**src/rtl/tor_pkg.sv**
```systemverilog
// Shared types and constants for the tilt orientation righting sequencer.
package tor_pkg;

	localparam logic [2:0] ORIENT_UPRIGHT     = 3'd0;
	localparam logic [2:0] ORIENT_UPSIDE_DOWN = 3'd1;
	localparam logic [2:0] ORIENT_LEFT        = 3'd2;
	localparam logic [2:0] ORIENT_RIGHT       = 3'd3;
	localparam logic [2:0] ORIENT_UNKNOWN     = 3'd4;

	localparam logic [1:0] CMD_NONE   = 2'd0;
	localparam logic [1:0] CMD_CLOSED = 2'd1;
	localparam logic [1:0] CMD_OPEN   = 2'd2;

	// Blind sequence phase ends, counted past the confirm time.
	localparam logic [16:0] BLIND_OPEN_TOP_MS  = 17'd2000;
	localparam logic [16:0] BLIND_OPEN_SIDE_MS = 17'd6000;
	localparam logic [16:0] BLIND_END_MS       = 17'd10000;

	localparam logic [14:0] TILT_THRESHOLD_RST = 15'd700;
	localparam logic [15:0] CONFIRM_MS_RST     = 16'd1000;
	localparam logic [15:0] SETTLE_MS_RST      = 16'd3000;

	localparam logic [1:0] REG_TILT_THRESHOLD = 2'd0;
	localparam logic [1:0] REG_CONFIRM_MS     = 2'd1;
	localparam logic [1:0] REG_SETTLE_MS      = 2'd2;

	typedef struct packed {
		logic [31:0]        now_ms;
		logic signed [15:0] accel_y;
		logic signed [15:0] accel_z;
	} sample_t;

	typedef struct packed {
		logic [2:0] orientation;
		logic [1:0] top_panel_cmd;
		logic [1:0] side_panel_cmd;
		logic       righting_done;
	} result_t;

	typedef struct packed {
		logic [14:0] tilt_threshold;
		logic [15:0] confirm_ms;
		logic [15:0] settle_ms;
	} cfg_t;

endpackage

```
**src/rtl/tilt_orientation_righting_sequencer_core.sv**
```systemverilog
// Top level of the tilt orientation righting sequencer.
//
// Usage: each sample word (now_ms, accel_y, accel_z) entering on the sample
// channel yields exactly one result word (orientation, panel commands and
// righting_done) on the result channel, in order. A word moves when valid
// is high and stall is low at a rising clock edge.
// Path: a sample accepted into the input register is classified from it, and its
// result is registered into the output register when that register is empty or
// its word moves; a stalled result holds the sample in the input register.
// Throughput: one word per cycle while the result channel is not stalled. The only
// loop is the held orientation and change stamp, updated in the same cycle the
// sample leaves the input register, so back-to-back samples see each other's state.
// Stall: when the result is stalled and the input register is full, the
// sample channel stalls; one sample can still be taken while a result waits.
// Reset: arst_n clears both registers' valid flags, the held orientation to
// upright, the change stamp to zero and the configuration registers to
// threshold 700, confirm 1000 ms and settle 3000 ms. Configuration is to be written
// over the APB port only while no word is in flight; the block does not enforce this.
module tilt_orientation_righting_sequencer_core
	import tor_pkg::*;
#(
	parameter int TIME_BITS = 32
) (
	input  logic        clk,
	input  logic        arst_n,
	input  logic        sample_valid,
	output logic        sample_stall,
	input  sample_t     sample,
	output logic        result_valid,
	input  logic        result_stall,
	output result_t     result,
	input  logic        psel,
	input  logic        penable,
	input  logic        pwrite,
	input  logic [3:0]  paddr,
	input  logic [31:0] pwdata,
	output logic [31:0] prdata,
	output logic        pready
);

	cfg_t                 cfg;
	sample_t              smp_s1;
	logic                 vld_s1;
	result_t              res_s2;
	logic                 vld_s2;
	logic [2:0]           held_q;
	logic [TIME_BITS-1:0] stamp_q;
	logic [TIME_BITS-1:0] now_t;
	logic [TIME_BITS+31:0] now_ext;
	logic [TIME_BITS-1:0] elapsed;
	logic [2:0]           cls;
	logic                 changed;
	logic                 adv;
	result_t              res_d;

	tor_regs u_regs (
		.clk     (clk),
		.arst_n  (arst_n),
		.psel    (psel),
		.penable (penable),
		.pwrite  (pwrite),
		.paddr   (paddr),
		.pwdata  (pwdata),
		.prdata  (prdata),
		.pready  (pready),
		.cfg     (cfg)
	);

	tor_classify u_classify (
		.accel_y     (smp_s1.accel_y),
		.accel_z     (smp_s1.accel_z),
		.threshold   (cfg.tilt_threshold),
		.orientation (cls)
	);

	// The timestamp is cut or zero-extended to the time width.
	assign now_ext = {{TIME_BITS{1'b0}}, smp_s1.now_ms};
	assign now_t   = now_ext[TIME_BITS-1:0];
	assign changed = (cls != held_q);
	assign elapsed = changed ? '0 : (now_t - stamp_q);

	tor_cmd #(
		.TIME_BITS (TIME_BITS)
	) u_cmd (
		.orientation    (cls),
		.elapsed        (elapsed),
		.confirm_ms     (cfg.confirm_ms),
		.settle_ms      (cfg.settle_ms),
		.top_panel_cmd  (res_d.top_panel_cmd),
		.side_panel_cmd (res_d.side_panel_cmd),
		.righting_done  (res_d.righting_done)
	);

	assign res_d.orientation = cls;

	assign adv          = vld_s1 && (!vld_s2 || !result_stall);
	assign sample_stall = vld_s1 && !adv;
	assign result_valid = vld_s2;
	assign result       = res_s2;

	always_ff @(posedge clk or negedge arst_n) begin
		if (!arst_n) begin
			vld_s1 <= 1'b0;
		end else if (!sample_stall) begin
			vld_s1 <= sample_valid;
		end
	end

	always_ff @(posedge clk) begin
		if (!sample_stall && sample_valid) begin
			smp_s1 <= sample;
		end
	end

	always_ff @(posedge clk or negedge arst_n) begin
		if (!arst_n) begin
			vld_s2 <= 1'b0;
		end else if (adv) begin
			vld_s2 <= 1'b1;
		end else if (!result_stall) begin
			vld_s2 <= 1'b0;
		end
	end

	always_ff @(posedge clk) begin
		if (adv) begin
			res_s2 <= res_d;
		end
	end

	always_ff @(posedge clk or negedge arst_n) begin
		if (!arst_n) begin
			held_q  <= ORIENT_UPRIGHT;
			stamp_q <= '0;
		end else if (adv) begin
			held_q <= cls;
			if (changed) begin
				stamp_q <= now_t;
			end
		end
	end

	a_stall_only_when_full: assert property (@(posedge clk) disable iff (!arst_n)
		sample_stall |-> vld_s1 && vld_s2 && result_stall)
		else $error("sample stalled while a stage could take it");

	a_held_tracks_result: assert property (@(posedge clk) disable iff (!arst_n)
		adv |=> held_q == $past(cls) && res_s2.orientation == held_q)
		else $error("held orientation differs from the last issued result");

	a_stamp_on_change: assert property (@(posedge clk) disable iff (!arst_n)
		adv && changed |=> stamp_q == $past(now_t))
		else $error("change stamp not taken on a class change");

	a_done_classes: assert property (@(posedge clk) disable iff (!arst_n)
		result_valid && result.righting_done |->
			result.orientation == ORIENT_UPRIGHT || result.orientation == ORIENT_UNKNOWN)
		else $error("done raised in a righting branch");

	a_change_clears_outputs: assert property (@(posedge clk) disable iff (!arst_n)
		adv && changed && cls != ORIENT_UPSIDE_DOWN |=>
			res_s2.top_panel_cmd == CMD_NONE && !res_s2.righting_done)
		else $error("commands issued at zero elapsed time");

endmodule

```
**src/rtl/tor_regs.sv**
```systemverilog
// Configuration register file with its APB-style access port.
module tor_regs
	import tor_pkg::*;
(
	input  logic        clk,
	input  logic        arst_n,
	input  logic        psel,
	input  logic        penable,
	input  logic        pwrite,
	input  logic [3:0]  paddr,
	input  logic [31:0] pwdata,
	output logic [31:0] prdata,
	output logic        pready,
	output cfg_t        cfg
);

	cfg_t cfg_q;
	logic wr_en;

	assign pready = 1'b1;
	assign wr_en  = psel && penable && pwrite;
	assign cfg    = cfg_q;

	always_ff @(posedge clk or negedge arst_n) begin
		if (!arst_n) begin
			cfg_q.tilt_threshold <= TILT_THRESHOLD_RST;
			cfg_q.confirm_ms     <= CONFIRM_MS_RST;
			cfg_q.settle_ms      <= SETTLE_MS_RST;
		end else if (wr_en) begin
			case (paddr[3:2])
				REG_TILT_THRESHOLD: cfg_q.tilt_threshold <= pwdata[14:0];
				REG_CONFIRM_MS:     cfg_q.confirm_ms     <= pwdata[15:0];
				REG_SETTLE_MS:      cfg_q.settle_ms      <= pwdata[15:0];
				default: ;
			endcase
		end
	end

	always_comb begin
		case (paddr[3:2])
			REG_TILT_THRESHOLD: prdata = {17'd0, cfg_q.tilt_threshold};
			REG_CONFIRM_MS:     prdata = {16'd0, cfg_q.confirm_ms};
			REG_SETTLE_MS:      prdata = {16'd0, cfg_q.settle_ms};
			default:            prdata = 32'd0;
		endcase
	end

endmodule

```
**src/rtl/tor_classify.sv**
```systemverilog
// Orientation classifier: compares the Y and Z counts against the tilt threshold.
module tor_classify
	import tor_pkg::*;
(
	input  logic signed [15:0] accel_y,
	input  logic signed [15:0] accel_z,
	input  logic [14:0]        threshold,
	output logic [2:0]         orientation
);

	logic signed [16:0] y_x;
	logic signed [16:0] z_x;
	logic signed [16:0] t_pos;
	logic signed [16:0] t_neg;
	logic               y_level;
	logic               z_level;

	assign y_x   = {accel_y[15], accel_y};
	assign z_x   = {accel_z[15], accel_z};
	assign t_pos = $signed({2'b00, threshold});
	assign t_neg = -t_pos;

	assign y_level = (y_x > t_neg) && (y_x < t_pos);
	assign z_level = (z_x > t_neg) && (z_x < t_pos);

	always_comb begin
		if (z_x > t_pos && y_level) begin
			orientation = ORIENT_UPRIGHT;
		end else if (z_x < t_neg && y_level) begin
			orientation = ORIENT_UPSIDE_DOWN;
		end else if (y_x > t_pos && z_level) begin
			orientation = ORIENT_LEFT;
		end else if (y_x < t_neg && z_level) begin
			orientation = ORIENT_RIGHT;
		end else begin
			orientation = ORIENT_UNKNOWN;
		end
	end

endmodule

```
**src/rtl/tor_cmd.sv**
```systemverilog
// Panel command and done logic driven by orientation and elapsed time.
module tor_cmd
	import tor_pkg::*;
#(
	parameter int TIME_BITS = 32
) (
	input  logic [2:0]           orientation,
	input  logic [TIME_BITS-1:0] elapsed,
	input  logic [15:0]          confirm_ms,
	input  logic [15:0]          settle_ms,
	output logic [1:0]           top_panel_cmd,
	output logic [1:0]           side_panel_cmd,
	output logic                 righting_done
);

	// Thresholds fit in 17 bits; compare everything at a common width.
	localparam int CW = (TIME_BITS > 17) ? TIME_BITS : 17;

	logic [CW-1:0] e_w;
	logic [CW-1:0] c_w;
	logic [CW-1:0] s_w;
	logic [CW-1:0] cs_w;
	logic [CW-1:0] c_top_w;
	logic [CW-1:0] c_side_w;
	logic [CW-1:0] c_end_w;

	assign e_w      = CW'(elapsed);
	assign c_w      = CW'(confirm_ms);
	assign s_w      = CW'(settle_ms);
	assign cs_w     = CW'({1'b0, confirm_ms} + {1'b0, settle_ms});
	assign c_top_w  = CW'({1'b0, confirm_ms} + BLIND_OPEN_TOP_MS);
	assign c_side_w = CW'({1'b0, confirm_ms} + BLIND_OPEN_SIDE_MS);
	assign c_end_w  = CW'({1'b0, confirm_ms} + BLIND_END_MS);

	always_comb begin
		top_panel_cmd  = CMD_NONE;
		side_panel_cmd = CMD_NONE;
		righting_done  = 1'b0;
		case (orientation)
			ORIENT_UPRIGHT: begin
				righting_done = (e_w > c_w);
			end
			ORIENT_UPSIDE_DOWN: begin
				side_panel_cmd = CMD_CLOSED;
				if (e_w > s_w) begin
					top_panel_cmd = CMD_OPEN;
				end
			end
			ORIENT_LEFT, ORIENT_RIGHT: begin
				// The longer delay is tested first so the open step is reachable.
				if (e_w > cs_w) begin
					top_panel_cmd  = CMD_CLOSED;
					side_panel_cmd = CMD_OPEN;
				end else if (e_w > c_w) begin
					top_panel_cmd = CMD_CLOSED;
				end
			end
			default: begin
				if (e_w > c_end_w) begin
					righting_done = 1'b1;
				end else if (e_w > c_side_w) begin
					top_panel_cmd  = CMD_CLOSED;
					side_panel_cmd = CMD_OPEN;
				end else if (e_w > c_top_w) begin
					top_panel_cmd  = CMD_OPEN;
					side_panel_cmd = CMD_CLOSED;
				end else if (e_w > c_w) begin
					top_panel_cmd  = CMD_CLOSED;
					side_panel_cmd = CMD_CLOSED;
				end
			end
		endcase
	end

endmodule

```
**config.mk**
```make
export PLATFORM = sky130hd
export DESIGN_NAME = tilt_orientation_righting_sequencer_core
export DESIGN_NICKNAME = d
export VERILOG_FILES = /design/src/rtl/tor_pkg.sv /design/src/rtl/tilt_orientation_righting_sequencer_core.sv /design/src/rtl/tor_regs.sv /design/src/rtl/tor_classify.sv /design/src/rtl/tor_cmd.sv
export SDC_FILE = /design/constraint.sdc
export NUM_CORES = 1
export LEC_CHECK = 0
export BUFFER_PORTS_ARGS = -buffer_cell sky130_fd_sc_hd__clkbuf_2
export CORE_MARGIN = 2
export CORE_UTILIZATION = 40
export CTS_CLUSTER_DIAMETER = 60
export DETAILED_ROUTE_END_ITERATION = 8
export PLACE_DENSITY = 0.61
export SLEW_MARGIN = 25
export SYNTH_ARGS = -nofsm -noshare
export SYNTH_HDL_FRONTEND = slang
export SYNTH_SLANG_ARGS = --single-unit
export TNS_END_PERCENT = 1
```
**constraint.sdc**
```tcl
create_clock -name clk -period 9.7 [get_ports clk]
set_input_delay 0.485 -clock clk [delete_from_list [all_inputs] [get_ports clk]]
set_output_delay 0.485 -clock clk [all_outputs]
set_load 0.005 [all_outputs]
```
==> results.tsv <==
stage	metric	value	unit
placement	portBuffers	114	
cells_and_area	seq_area	0.004288	mm²
timing	slew_viol_final	0	
synth	ys_seq_area_share	33.85	%
clock_tree	clkSinkCount	156	
critical_path	critPathSlowestCell	or4b_1	
global_routing	use_met3	2.888	%
timing	rsz0062_at_grt	no	
floorplanning	core-area	0.03139	mm²
routing	totalWireLength	32660	µm
cells_and_area	antenna_cells	0	
synth	ys_top_cells_by_count	185 x ha_1, 138 x nand2_1, 119 x inv_1	
cells_and_area	layout-drive-gt1-share	14.47	%
floorplanning	rows	65	
synth	synth_area_leaders	ha_1 18%, edfxtp_1 17%, dfrtp_1 13%	
floorplanning	die_height	182.0	µm
critical_path	cpMostUsedCell	a21o_1	
clock_tree	worstSkewPairLatency	0.44	ns
synth	synth_top_area_cell	ha_1	
pwr	p_sw	1778	µW
synth	ys_seq_elements	156	
critical_path	critPathKind	reg -> reg	
run_status	status	completed	
routing	drc	0	
pwr	p_leak	0.006597	µW
timing	skew	0.01471	ns
placement	gp_congestion	0.8786	
cells_and_area	fillers	3094	
synth	synth_cell_type_count	87	
timing	period_minus_slack	8.653	ns
synth	synth_warnings	0	
synth	async_flop_share	53.85	%
flow_run	cap_violations	0	
routing	ant_nets	0	
floorplanning	dieArea	0.03311	mm²
timing	setup-violations-final	0	
pwr	pwr-share-seq	24.8	%
synth	synth_top_area_share	18.27	%
pwr	clockPowerShare	17.3	%
floorplanning	dieWidth	182.0	µm
clock_tree	cts_tree	yes	
critical_path	cp.arrival	8.97	ns
floorplanning	start_util	40.35	%
placement	dp_cells	1862	
clock_tree	cts_root_buf	clkbuf_16	
floorplanning	ioPinCount	150	
routing	drt_iter0_markers	573	
synth	syn_area_per_cell	9.227	µm²
timing	setup_tns	0	ns
synth	yosysMostFrequentCell	ha_1	
routing	routed_via_density	5.431	
critical_path	critical_path.max_stage_delay	0.71	ns
timing	fmax	115.6	MHz
global_routing	grt_pass1_vias	10027	
pwr	internal_power	2214	µW
pwr	sw_frac_of_total	44.53	%
routing	wire_per_inst	17.23	µm
global_routing	grtUsageMet1	27.64	%
global_routing	grt_pass1_wl	52760	µm
cells_and_area	layout.nets	1774	
cells_and_area	fin_cells	1895	
global_routing	grt-ovfl-total	0	
global_routing	grt.total_usage	20.08	%
critical_path	cp-end-kind	flip-flop	
timing	period_share	89.21	%
clock_tree	cts_htree_levels	4	
synth	synth-edff-count	72	
timing	relSlewSlack	45.45	%
global_routing	top_usage_layer	met2	
routing	dr.pass1.iters	5	
pwr	p_comb_share	57.9	%
cells_and_area	syn_to_final_growth	12.27	%
synth	synth-main-ff-cell	edfxtp_1	
global_routing	grt_use_met2	33.30	%
clock_tree	path_clk_slew	0.07	ns
pwr	power.density	280.7	mW/mm²
critical_path	critical_path_required	10.01	ns
hold_path	hold_path.class	in -> reg	
placement	dp_hpwl	25960	µm
clock_tree	cts_buffers	17	
synth	netlist_instances	1373	
synth	synth.cell_area	0.01267	mm²
global_routing	grt_max_degree	65	
critical_path	crit_path_max_fanout	14	
global_routing	antenna_found_initial	0	
cells_and_area	multi_input_area	0.007737	mm²
clock_tree	cts.path.max_buffers	2	
timing	tightest_slew	0.7977	ns
routing	dr_total_vias	10291	
critical_path	crit_path_start_kind	flip-flop	
timing	hold_viol	0	
pwr	peakVddDrop	0.1196	mV
-- layer usage --
metal | part of all wire (%) | vias up
met1 | 49 | 4886
li1 | - | 5147
met5 | 0 | -
met4 | 1.6 | 0
met3 | 3.6 | 33
met2 | 46 | 225
-- registers in the layout, indices dropped and copies added (netlist names) --
signal,cells
u_regs.cfg,47
now_t,32
smp_s1,32
stamp_q,32
result,8
held_q,3
result_valid,1
vld_s1,1
-- power groups by stage --
stage               logic [µW]  clock network (µW)  registers, µW
floorplan                 1760                   0            943
detailed placement        2270                   0           1010
global placement          2230                   0           1000
finish                    2310                 691            991
CTS                       2300                 705            993
global route              2620                 730           1010
-- logic make-up after synthesis --
logic type	synth area share [%]
compound gates	18.71
xor+xnor	5.383
fa+ha+maj	18.75
buf+inv	5.669
flops	33.85
mux	3.220
other cells	0.05928
simple gates	14.37
-- critical path: cells and delay by family (launching register included) --
| kind | cells | cell delay, ns |
|---|---|---|
| xor gates and xnor gates | 2 | 0.41 |
| buffers and inverters | 2 | 0.34 |
| AOI/OAI and AO/OA | 17 | 4.40 |
| and+or+nand+nor | 7 | 2.10 |
| adders and majority gates | 3 | 0.86 |
| DFF | 1 | 0.42 |
-- final timing paths --
check	cells after the start	slack [ns]	end	startpoint
max	31	1.05	result[4]$_DFFE_PP_	u_regs.cfg[33]$_DFFE_PN0P_
min	1	0.21	now_t[29]$_DFFE_PP_	sample[61]
max reg2reg	31	1.05	result[4]$_DFFE_PP_	u_regs.cfg[33]$_DFFE_PN0P_
min reg2reg	1	0.49	result_valid$_DFFE_PN0P_	vld_s1$_DFFE_PN0N_
max in group asynchronous	3	8.08	u_regs.cfg[42]$_DFFE_PN0P_	arst_n
min in group asynchronous	2	0.48	stamp_q[22]$_DFFE_PN0P_	arst_n
-- layout by cell type (no fill, tap or decap), types with 21 or more instances in the layout --
cell / instances
nand3_1: 27
nor2_1: 66
clkbuf_2: 113
nor3_1: 24
edfxtp_1: 72
xnor2_1: 63
a21o_1: 46
ha_1: 185
nand2_1: 138
dfrtp_1: 65
nand4_1: 24
o21ai_0: 115
inv_1: 119
nor2b_1: 21
a21oi_1: 87
-- per-stage QoR --
stage	total power [µW]	cell area, µm²	hold slack, ns	setup WS [ns]	util, %
detailed placement	3273	13630	0.4156	1.051	43.41
floorplan	2701	12720	0.1894	2.538	-
finish	3992	14220	0.2120	1.047	45.30
global route	4366	14220	0.2021	0.2475	45.30
CTS	3995	14220	0.1987	1.066	45.30
global placement	3232	13630	0.4077	1.394	43.41
-- area by class of cell --
| class | instances | share of cell area, % |
|---|---|---|
| multi-input cells | 1060 | 54.40 |
| flip-flops and latches | 156 | 30.15 |
| repair buffers | 125 | 4.627 |
| well taps | 402 | 3.537 |
| inverters | 120 | 3.167 |
| clock buffers | 18 | 3.018 |
| clock inverters | 14 | 1.100 |
-- timing repair --
item | 4_1_cts | 5_1_grt
endpoints found under the setup margin | 0 | 0
buffers inserted | 0 | 0
hold endpoints to repair | 23 | 0
resized for setup | 0 | 0
hold buffers | 1 | 0
(Power assumes the default switching activity.)
